<file path="src/pek_pkg.sv">
package pek_pkg;

   localparam int unsigned DATA_W = 32;

   typedef enum logic [1:0] {
      ACT_PUSH  = 2'd0,
      ACT_APPLY = 2'd1,
      ACT_END   = 2'd2,
      ACT_NONE  = 2'd3
   } action_type;

   typedef enum logic [2:0] {
      OP_ADD  = 3'd0,
      OP_SUB  = 3'd1,
      OP_MUL  = 3'd2,
      OP_DIV  = 3'd3,
      OP_POW  = 3'd4,
      OP_RSV5 = 3'd5,
      OP_RSV6 = 3'd6,
      OP_RSV7 = 3'd7
   } op_type;

   typedef enum logic [2:0] {
      ST_OK       = 3'd0,
      ST_FEW      = 3'd1,
      ST_DIVZERO  = 3'd2,
      ST_BADEND   = 3'd3,
      ST_OVERFLOW = 3'd4
   } status_type;

   typedef enum logic [5:0] {
      S_IDLE  = 6'b000001,
      S_FETCH = 6'b000010,
      S_MUL   = 6'b000100,
      S_DIV   = 6'b001000,
      S_PLOAD = 6'b010000,
      S_PMUL  = 6'b100000
   } state_type;

endpackage

</file>
<file path="src/postfix_stack_evaluator.sv">
// postfix integer evaluator. issue one token transaction per start pulse while busy is low;
// push and end finish in the idle state, add and subtract pass through the fetch state, any
// other operator goes through fetch and then its arithmetic: multiply and divide run on a
// bit-serial shift-add / restoring-divide unit, power runs one pass (a load step and a serial
// multiply, acc*sq and sq*sq together) per exponent bit up to the highest set bit. the top
// of stack lives in a register, the rest in a small one-read one-write array. results (ok or
// error) appear for exactly one cycle with rsp_strobe and must be captured then; the receiver
// cannot stall the block. every result clears the stack.
module postfix_stack_evaluator #(
   parameter int STACK_DEPTH = 16
) (
   input  logic        clock,
   input  logic        reset,
   input  logic        start,
   output logic        busy,
   input  logic [1:0]  req_action,
   input  logic signed [31:0] req_operand_value,
   input  logic [2:0]  req_operator_code,
   output logic        rsp_strobe,
   output logic signed [31:0] rsp_value,
   output logic [2:0]  rsp_status
);

   localparam int CNT_W  = $clog2(STACK_DEPTH + 1);
   localparam int ADDR_W = $clog2(STACK_DEPTH);
   localparam int DW     = pek_pkg::DATA_W;

   // control state
   pek_pkg::state_type state_ff, state_in;
   logic [CNT_W-1:0]   count_ff, count_in;
   logic [4:0]         step_ff, step_in;
   logic               strobe_ff, strobe_in;

   // payload
   logic [DW-1:0] tos_ff, tos_in;
   logic [DW-1:0] rdata_ff;
   logic [2:0]    op_ff, op_in;
   logic [DW-1:0] mcand_ff, mcand_in;     // shared multiplicand, shifts left
   logic [DW-1:0] mpl1_ff, mpl1_in;       // multiplier bits, shift right
   logic [DW-1:0] mpl2_ff, mpl2_in;
   logic [DW-1:0] prod1_ff, prod1_in;
   logic [DW-1:0] prod2_ff, prod2_in;
   logic [DW-1:0] acc_ff, acc_in;
   logic [DW-1:0] sq_ff, sq_in;
   logic [DW-1:0] exp_ff, exp_in;
   logic [DW-1:0] rem_ff, rem_in;
   logic [DW-1:0] quo_ff, quo_in;
   logic [DW-1:0] dvs_ff, dvs_in;
   logic          neg_ff, neg_in;
   logic [DW-1:0] value_ff, value_in;
   logic [2:0]    status_ff, status_in;

   // stack body below the top
   logic [DW-1:0]     stack_mem [STACK_DEPTH];
   logic              wr_en;
   logic [ADDR_W-1:0] wr_addr, rd_addr;
   logic [CNT_W-1:0]  cnt_m1, cnt_m2;

   // serial datapath
   logic [DW-1:0] p1_step, p2_step, a_mag, b_mag, sum, diff;
   logic [DW:0]   trial;
   logic          fit;

   assign cnt_m1  = count_ff - CNT_W'(1);
   assign cnt_m2  = count_ff - CNT_W'(2);
   assign wr_addr = cnt_m1[ADDR_W-1:0];
   assign rd_addr = cnt_m2[ADDR_W-1:0];

   assign p1_step = mpl1_ff[0] ? prod1_ff + mcand_ff : prod1_ff;
   assign p2_step = mpl2_ff[0] ? prod2_ff + mcand_ff : prod2_ff;
   assign a_mag   = rdata_ff[DW-1] ? -rdata_ff : rdata_ff;
   assign b_mag   = tos_ff[DW-1] ? -tos_ff : tos_ff;
   assign sum     = rdata_ff + tos_ff;
   assign diff    = rdata_ff - tos_ff;
   assign trial   = {rem_ff, quo_ff[DW-1]};
   assign fit     = trial >= {1'b0, dvs_ff};

   assign busy       = (state_ff != pek_pkg::S_IDLE);
   assign rsp_strobe = strobe_ff;
   assign rsp_value  = value_ff;
   assign rsp_status = status_ff;

   always_comb begin
      state_in  = state_ff;
      count_in  = count_ff;
      step_in   = step_ff;
      strobe_in = 1'b0;
      tos_in    = tos_ff;
      op_in     = op_ff;
      mcand_in  = mcand_ff;
      mpl1_in   = mpl1_ff;
      mpl2_in   = mpl2_ff;
      prod1_in  = prod1_ff;
      prod2_in  = prod2_ff;
      acc_in    = acc_ff;
      sq_in     = sq_ff;
      exp_in    = exp_ff;
      rem_in    = rem_ff;
      quo_in    = quo_ff;
      dvs_in    = dvs_ff;
      neg_in    = neg_ff;
      value_in  = value_ff;
      status_in = status_ff;
      wr_en     = 1'b0;

      unique case (state_ff)
         pek_pkg::S_IDLE: begin
            if (start) begin
               unique case (pek_pkg::action_type'(req_action))
                  pek_pkg::ACT_PUSH: begin
                     if (count_ff >= CNT_W'(STACK_DEPTH)) begin
                        strobe_in = 1'b1;
                        value_in  = '0;
                        status_in = pek_pkg::ST_OVERFLOW;
                        count_in  = '0;
                     end else begin
                        // spill old top into the array
                        wr_en    = (count_ff != '0);
                        tos_in   = req_operand_value;
                        count_in = count_ff + CNT_W'(1);
                     end
                  end
                  pek_pkg::ACT_APPLY: begin
                     if (req_operator_code <= pek_pkg::OP_POW) begin
                        if (count_ff < CNT_W'(2)) begin
                           strobe_in = 1'b1;
                           value_in  = '0;
                           status_in = pek_pkg::ST_FEW;
                           count_in  = '0;
                        end else begin
                           op_in    = req_operator_code;
                           state_in = pek_pkg::S_FETCH;
                        end
                     end
                  end
                  pek_pkg::ACT_END: begin
                     strobe_in = 1'b1;
                     count_in  = '0;
                     if (count_ff == CNT_W'(1)) begin
                        value_in  = tos_ff;
                        status_in = pek_pkg::ST_OK;
                     end else begin
                        value_in  = '0;
                        status_in = pek_pkg::ST_BADEND;
                     end
                  end
                  default: ;
               endcase
            end
         end

         pek_pkg::S_FETCH: begin
            // left operand now in rdata_ff, right operand is the top register
            step_in  = '0;
            state_in = pek_pkg::S_IDLE;
            unique case (pek_pkg::op_type'(op_ff))
               pek_pkg::OP_ADD: begin
                  tos_in   = sum;
                  count_in = cnt_m1;
               end
               pek_pkg::OP_SUB: begin
                  tos_in   = diff;
                  count_in = cnt_m1;
               end
               pek_pkg::OP_MUL: begin
                  mcand_in = rdata_ff;
                  mpl1_in  = tos_ff;
                  prod1_in = '0;
                  state_in = pek_pkg::S_MUL;
               end
               pek_pkg::OP_DIV: begin
                  if (tos_ff == '0) begin
                     strobe_in = 1'b1;
                     value_in  = '0;
                     status_in = pek_pkg::ST_DIVZERO;
                     count_in  = '0;
                  end else begin
                     rem_in   = '0;
                     quo_in   = a_mag;
                     dvs_in   = b_mag;
                     neg_in   = rdata_ff[DW-1] ^ tos_ff[DW-1];
                     state_in = pek_pkg::S_DIV;
                  end
               end
               default: begin
                  if (tos_ff[DW-1]) begin
                     // negative exponent
                     if (rdata_ff == '0) begin
                        strobe_in = 1'b1;
                        value_in  = '0;
                        status_in = pek_pkg::ST_DIVZERO;
                        count_in  = '0;
                     end else begin
                        count_in = cnt_m1;
                        if (rdata_ff == DW'(1))
                           tos_in = DW'(1);
                        else if (rdata_ff == '1)
                           tos_in = tos_ff[0] ? '1 : DW'(1);
                        else
                           tos_in = '0;
                     end
                  end else if (tos_ff == '0) begin
                     tos_in   = DW'(1);
                     count_in = cnt_m1;
                  end else begin
                     acc_in   = DW'(1);
                     sq_in    = rdata_ff;
                     exp_in   = tos_ff;
                     state_in = pek_pkg::S_PLOAD;
                  end
               end
            endcase
         end

         pek_pkg::S_MUL: begin
            prod1_in = p1_step;
            mcand_in = mcand_ff << 1;
            mpl1_in  = mpl1_ff >> 1;
            step_in  = step_ff + 5'd1;
            if (step_ff == 5'd31) begin
               tos_in   = p1_step;
               count_in = cnt_m1;
               state_in = pek_pkg::S_IDLE;
            end
         end

         pek_pkg::S_DIV: begin
            // restoring division, one quotient bit a cycle
            rem_in  = fit ? DW'(trial - {1'b0, dvs_ff}) : trial[DW-1:0];
            quo_in  = {quo_ff[DW-2:0], fit};
            step_in = step_ff + 5'd1;
            if (step_ff == 5'd31) begin
               tos_in   = neg_ff ? -{quo_ff[DW-2:0], fit} : {quo_ff[DW-2:0], fit};
               count_in = cnt_m1;
               state_in = pek_pkg::S_IDLE;
            end
         end

         pek_pkg::S_PLOAD: begin
            mcand_in = sq_ff;
            mpl1_in  = acc_ff;
            mpl2_in  = sq_ff;
            prod1_in = '0;
            prod2_in = '0;
            step_in  = '0;
            state_in = pek_pkg::S_PMUL;
         end

         pek_pkg::S_PMUL: begin
            // acc*sq and sq*sq share the shifting multiplicand
            prod1_in = p1_step;
            prod2_in = p2_step;
            mcand_in = mcand_ff << 1;
            mpl1_in  = mpl1_ff >> 1;
            mpl2_in  = mpl2_ff >> 1;
            step_in  = step_ff + 5'd1;
            if (step_ff == 5'd31) begin
               acc_in = exp_ff[0] ? p1_step : acc_ff;
               sq_in  = p2_step;
               exp_in = exp_ff >> 1;
               if ((exp_ff >> 1) == '0) begin
                  tos_in   = exp_ff[0] ? p1_step : acc_ff;
                  count_in = cnt_m1;
                  state_in = pek_pkg::S_IDLE;
               end else begin
                  state_in = pek_pkg::S_PLOAD;
               end
            end
         end

         default: state_in = pek_pkg::S_IDLE;
      endcase
   end

   always_ff @(posedge clock) begin
      if (reset) begin
         state_ff  <= pek_pkg::S_IDLE;
         count_ff  <= '0;
         step_ff   <= '0;
         strobe_ff <= 1'b0;
      end else begin
         state_ff  <= state_in;
         count_ff  <= count_in;
         step_ff   <= step_in;
         strobe_ff <= strobe_in;
      end
   end

   always_ff @(posedge clock) begin
      tos_ff    <= tos_in;
      op_ff     <= op_in;
      mcand_ff  <= mcand_in;
      mpl1_ff   <= mpl1_in;
      mpl2_ff   <= mpl2_in;
      prod1_ff  <= prod1_in;
      prod2_ff  <= prod2_in;
      acc_ff    <= acc_in;
      sq_ff     <= sq_in;
      exp_ff    <= exp_in;
      rem_ff    <= rem_in;
      quo_ff    <= quo_in;
      dvs_ff    <= dvs_in;
      neg_ff    <= neg_in;
      value_ff  <= value_in;
      status_ff <= status_in;
   end

   // stack array: one write, one registered read
   always_ff @(posedge clock) begin
      if (wr_en)
         stack_mem[wr_addr] <= tos_ff;
      rdata_ff <= stack_mem[rd_addr];
   end

`ifndef SYNTHESIS
   a_err_zero: assert property (@(posedge clock) disable iff (reset)
      rsp_strobe && rsp_status != pek_pkg::ST_OK |-> rsp_value == '0)
      else $error("error result with nonzero value");

   a_clear: assert property (@(posedge clock) disable iff (reset)
      rsp_strobe |-> count_ff == '0)
      else $error("stack not cleared after result");

   a_bound: assert property (@(posedge clock) disable iff (reset)
      count_ff <= CNT_W'(STACK_DEPTH))
      else $error("stack count beyond depth");

   a_push: assert property (@(posedge clock) disable iff (reset)
      start && !busy && req_action == pek_pkg::ACT_PUSH
      && count_ff < CNT_W'(STACK_DEPTH)
      |=> count_ff == $past(count_ff) + CNT_W'(1) && !rsp_strobe)
      else $error("push did not grow the stack");
`endif

endmodule

</file>
<file path="config.mk">
export PLATFORM = sky130hd
export DESIGN_NAME = postfix_stack_evaluator
export DESIGN_NICKNAME = d
export VERILOG_FILES = /design/src/pek_pkg.sv /design/src/postfix_stack_evaluator.sv
export SDC_FILE = /design/constraint.sdc
export NUM_CORES = 2
export LEC_CHECK = 0
export BUFFER_PORTS_ARGS = -buffer_cell sky130_fd_sc_hd__buf_2
export CORE_MARGIN = 10
export CORE_UTILIZATION = 50
export CTS_BUF_LIST = sky130_fd_sc_hd__clkbuf_8
export CTS_CLUSTER_DIAMETER = 200
export CTS_CLUSTER_SIZE = 28
export DETAILED_ROUTE_END_ITERATION = 8
export GPL_ROUTABILITY_DRIVEN = 0
export HOLD_SLACK_MARGIN = 0.08
export PLACE_DENSITY_LB_ADDON = 0.2
export SLEW_MARGIN = 20
export SYNTH_ARGS = -nofsm -noshare
export SYNTH_HDL_FRONTEND = slang
export SYNTH_SLANG_ARGS = --single-unit
</file>
<file path="constraint.sdc">
create_clock -name clock -period 8.7 [get_ports clock]
set_input_delay 2.175 -clock clock [delete_from_list [all_inputs] [get_ports clock]]
set_output_delay 2.175 -clock clock [all_outputs]
set_load 0.005 [all_outputs]
</file>
After elaboration in Yosys (flattened, before gate mapping)
Memories as Yosys holds them, arrays and structs flattened. A register that Yosys moved wholly into a read port is not among the register bits.
Cells that the tools add are included.

storage, ports and cells
  register bits = 440
  latch bits = 0
  memory bits (writable) = 512
  memory bits (read-only) = 0
  output and inout bits = 37
  logic and storage cells = 235
  memories kept = 1

cells by class
  add/sub/neg operators = 12
  multiply operators = 0
  divide/modulo/power cells = 0
  order comparisons = 4
  equality and inequality tests = 45
  shift operators = 0
  mux-type cells = 116
  bitwise operators = 3
  reduce and logical (&&, ||, !) cells = 32

memory list
  memory     depth  width  rd ports  clocked after Yosys merged registers in  write ports  RTL line                       text
  stack_mem  16     32     1         1                                        1            postfix_stack_evaluator.sv:54  logic [DW-1:0] stack_mem [STACK_DEPTH];

operators by type and width
  operator                number
  $mux W32                45
  $pmux W32 S2            9
  $pmux W32 S3            5
  $pmux W32 S5            1
  $add A32 B32 Y32        3
  $logic_not A32 Y1       3
  $neg A32 Y32            3
  $mux W5                 14
  $sub A32 B32 Y32        2
  $mux W31                2
  $pmux W5 S3             3
  $mux W6                 6
  $ge A33 B32 Y1          1
  $eq A32 B1 Y1 const B   1
  $eq A32 B32 Y1 const B  1
  $ne A2 B2 Y1 const B    16
  $pmux W6 S5             1
  $reduce_and A11 Y1      2
  $mux W3                 7
  $pmux W5 S4             1
  $ne A3 B3 Y1 const B    6
  $mux W1                 13
  $pmux W3 S2             2
  $add A5 B1 Y5 const B   2
  other kinds (45)        63

Logic depth before layout (Yosys ltp)
  word-level depth = 7
  mapped depth = 21
  gate-level depth less buffers = 18

Least setup slack after synthesis
No wires, ideal clock.

  kind = flip-flop to flip-flop
  start point = register state_ff[5]
  end point = register mcand_ff[0], enable pin
  data arrival time = 8158 ps
  slack = -141 ps
  cell stages (with the launch flop) = 7
  clock period less this slack = 8841 ps
  cells stage by stage = dfxtp_1 clkbuf_1 nor3_1 nor4bb_1 clkbuf_1 nand2_1 o21ai_0

between the ends
  word-level cells in the longest chain between the ends = 4

RTL lines
  element                                              RTL line                        text
  start, declared                                      postfix_stack_evaluator.sv:29   pek_pkg::state_type state_ff, state_in;
  start signal, assigned                               postfix_stack_evaluator.sv:277  state_ff <= pek_pkg::S_IDLE;
  start signal, assigned                               postfix_stack_evaluator.sv:282  state_ff <= state_in;
  $eq A6 B6 Y1 / $eq A6 B3 Y1 (equally long branches)  postfix_stack_evaluator.sv:106  unique case (state_ff)
  $reduce_or A2 Y1 (no line)                           --
  $reduce_bool A3 Y1 (no line)                         --
  $reduce_and A2 Y1 (no line) (*)                      --
  end signal, assigned                                 postfix_stack_evaluator.sv:292  mcand_ff <= mcand_in;
  end, declared                                        postfix_stack_evaluator.sv:38   logic [DW-1:0] mcand_ff, mcand_in;

Every way passes the cells marked *; elsewhere a longest branch is shown, timed or not.
A chain may end at the register's enable or synchronous reset.

Worst setup path after layout
  start point = register tos_ff[0]
  end point = register tos_ff[29] (data pin)

between the ends
  word-level cells in the longest chain between the ends = 7

RTL lines
  element                                                                   RTL line                        text
  start, declared                                                           postfix_stack_evaluator.sv:35   logic [DW-1:0] tos_ff, tos_in;
  start signal, assigned                                                    postfix_stack_evaluator.sv:290  tos_ff <= tos_in;
  parallel branches: the longest is 5 deep, another holds $sub A32 B32 Y32  --
  $pmux W32 S3 (*)                                                          postfix_stack_evaluator.sv:156  unique case (pek_pkg::op_type'(op_ff))
  $pmux W32 S5 (*)                                                          postfix_stack_evaluator.sv:106
  net tos_in[29]                                                            postfix_stack_evaluator.sv:35

Mark *: on every way through the listed nets, which the timed path passes. The select of a mux whose other input is x is not followed.

==> impl_metrics.yaml <==
critical_path:
  critical_path.top_delay_family: "compound AO/OA/AOI/OAI gates"
  critPathLaunchType: "flip-flop"
  path_class: "reg2reg"
  critPathBufInv: 0
  max_stage_delay_ns: 0.73
  slowest_stage: "edfxtp_1"
  required_ns: 9.25
  end_kind: "flip-flop"
  crit_fanout: 22
  cp_cell_sequence: "or3_1, or3_1, or3_1, nor3_1, nand2b_1, o21ai_0, xor2_1, ha_1, a21o_1, a221o_1, a21o_1, a21oi_1, o21a_1, o21ai_0, o22ai_1, xnor2_1, o21ai_0, or3b_1"
  critPathArrivalTime_ns: 6.20
floorplanning:
  placementRows: 114
  dieArea_mm2: 0.110
  initial_core_util_pct: 50.3
  coreArea_mm2: 0.0966
  pin_count: 77
  fp.dieH_um: 332
  die_x_um: 332
sta:
  hold_ws_ns: 0.500
  min_period_over_period_pct: 64.9
  hold_viol: 0
  tightest_slew_ns: 1.27
  rsz0062_at_grt: "no"
  period_minus_slack_ns: 5.64
  setup_viol: 0
  setup-tns-final_ns: 0
  slew_viol_final: 0
  maxSlewHeadroom_pct: 15.3
  clock_skew_ns: 0.0590
  fmax_mhz: 177
clocking:
  htree_levels: 2
  ctsResizeCount: 0
  cts_tree: "built"
  clock_latency_ns: 0.77
  cts_buffers: 41
  cts_hold_buf: 0
  clk_pin_slew_ns: 0.20
  clock-root-buffer: "clkbuf_8"
  cts_buffer_depth: 3
  cts_setup_buffers: 0
  clock_sinks: 983
grt:
  grt_pass1_vias: 30700
  grt_max_degree: 108
  track_usage_pct: 24.3
  antenna_found_initial: 7
  grt_overflow: 0
  grt_first_pass_wirelength_um: 204000
logic_synthesis:
  syn-mean-instance-area_um2: 12.7
  ys_async_sr_fraction_pct: 0
  synth_top_family_by_area: "simple AND/OR/NAND/NOR gates"
  synth.distinct_cells: 79
  synthMuxAreaShare_pct: 8.49
  syn_inst: 3820
  synth.yosys.seq_area_share_pct: 59.8
  synth_simple_gate_area_share_pct: 10.9
  synth-adder-area-share_pct: 3.90
  synth_compound_area_share_pct: 10.7
  ys_warn_count: 0
  syn_area_mm2: 0.0486
  ys_ff_latch: 983
  synth-main-ff-cell: "edfxtp_1"
  yosys.area_share.xor_xnor_pct: 3.88
  synth_nets: 4009
  synth-edff-count: 934
detailed_routing:
  drt-total-wl_um: 138000
  via_per_inst: 6.29
  wl_per_cell_um: 27.0
  dr.first_iter.drc_count: 3836
  via_count: 32200
  drc: 0
  ant_nets: 0
  dr.pass1.iters: 6
layout:
  regArea_mm2: 0.0290
  top_register: "stack_mem"
  largest_reg_flops: 512
  drive_gt1_share_pct: 11.1
  final.fill_count: 8150
  nets: 4001
  area_delta_synth_final_pct: 5.82
  multiInputGateArea_mm2: 0.0186
  stdcell_area_mm2: 0.0514
pwr:
  clockPowerShare_pct: 22.1
  cellLeakagePower_nw: 17.8
  p_sw_mw: 2.32
  power_frac_comb_pct: 13.5
  vdd_drop_max_v: 0.000123
  p_sw_share_pct: 27.1
  p_int_mw: 6.24
  seqPwrFrac_pct: 64.4
  power-per-cell-area_mw_per_mm2: 167
hold_path:
  hold_path_class: "reg2reg"
flow_run:
  maxCapViolCount: 0
placement:
  placed_area_mm2: 0.0506
  io_buffers: 76
  place_hpwl_um: 91300
outcome:
  outcome: "finished clean"
final timing paths:
path / startpoint / end / slack, ns / depth (start not counted)
worst max-delay path: tos_ff[0] / tos_ff[29] / 3.06 / 18
worst max register to register: tos_ff[0] / tos_ff[29] / 3.06 / 18
worst min register to register: step_ff[3] / step_ff[3] / 0.50 / 2
worst min-delay path: step_ff[3] / step_ff[3] / 0.50 / 2
worst register-to-register path: stages, from the launching register on:
cell,delay (ns)
edfxtp_1,0.73
or3_1,0.49
or3_1,0.38
or3_1,0.36
nor3_1,0.26
nand2b_1,0.14
o21ai_0,0.21
xor2_1,0.18
ha_1,0.30
a21o_1,0.22
a221o_1,0.36
a21o_1,0.17
a21oi_1,0.31
o21a_1,0.35
o21ai_0,0.20
o22ai_1,0.23
xnor2_1,0.08
o21ai_0,0.15
or3b_1,0.35
logic make-up after synthesis:
logic type,after synthesis
AO/OA/AOI/OAI,798
XOR/XNOR,215
adder cells (fa/ha/maj),149
buffers and inverters,302
flip-flops,983
multiplexers,212
AND/OR/NAND/NOR,1161
Yosys cell counts, types with 27 or more instances:
library cell,count,share of area (%)
mux4_2,160,7.4
a21oi_1,172,1.8
ha_1,145,3.7
a21o_1,96,1.5
dfxtp_1,49,2.0
nand3_1,51,0.53
o21ai_0,189,1.9
xnor2_1,113,2.0
a211oi_1,45,0.70
nand2b_1,38,0.49
or3_1,37,0.48
mux2i_1,51,1.1
a22oi_1,68,1.1
nor2_1,236,1.8
nand4_1,27,0.35
edfxtp_1,934,58
clkbuf_1,184,1.4
o31ai_1,29,0.45
xor2_1,102,1.8
nand2_1,544,4.2
inv_1,90,0.70
and3_1,27,0.35
nor3_1,53,0.55
and2_1,48,0.62
area by class of cell:
type	count	share of cell area, %
diodes	3	0.0146
clock buffers	41	1.10
clock inverters	32	0.358
inverters	90	0.657
multi-input cells	2535	36.2
flip-flops and latches	983	56.5
well taps	1276	3.11
repair buffers	161	2.02
power groups by stage:
stage	registers, mW	logic, mW	clock network, mW
after floorplan	5.46	0.834	0
after global placement	5.61	1.12	0
after detailed placement	5.61	1.14	0
after CTS	5.50	1.14	1.93
after global routing	5.51	1.25	2.08
final	5.51	1.16	1.89
routing by layer:
layer	global-route usage [%]	vias up	wire length, um
li1	-	14400	-
met1	34.3	16200	57500
met2	37.5	1481	62700
met3	4.86	220	13300
met4	7.62	2	4760
met5	0.221	-	18
metrics by stage:
step	worst slack (ns)	instances	util, %	total power [mW]
detailed placement	3.17	5044	52.4	6.75
global placement	3.23	5044	52.4	6.73
global route	2.67	5119	53.2	8.84
floorplan	2.45	3820	-	6.29
CTS	3.14	5117	53.2	8.58
finish	3.06	5121	53.2	8.56
cell usage in the layout (no fill, tap or decap), drive strengths merged, types with 13 or more instances in the layout:
master,n
a211oi,46
a21o,96
a21oi,172
a22oi,68
a31oi,22
and2,48
and3,27
buf,161
clkbuf,41
dfxtp,49
edfxtp,934
ha,145
inv,119
mux2i,51
mux4,160
nand2,544
nand2b,38
nand3,51
nand4,27
nor2,236
nor2b,24
nor3,54
nor4,19
o211ai,20
o21a,18
o21ai,196
o21bai,22
o22ai,13
o31ai,30
or3,41
or4,17
xnor2,113
xor2,102
Note: power is estimated with default switching activity, not from simulation.
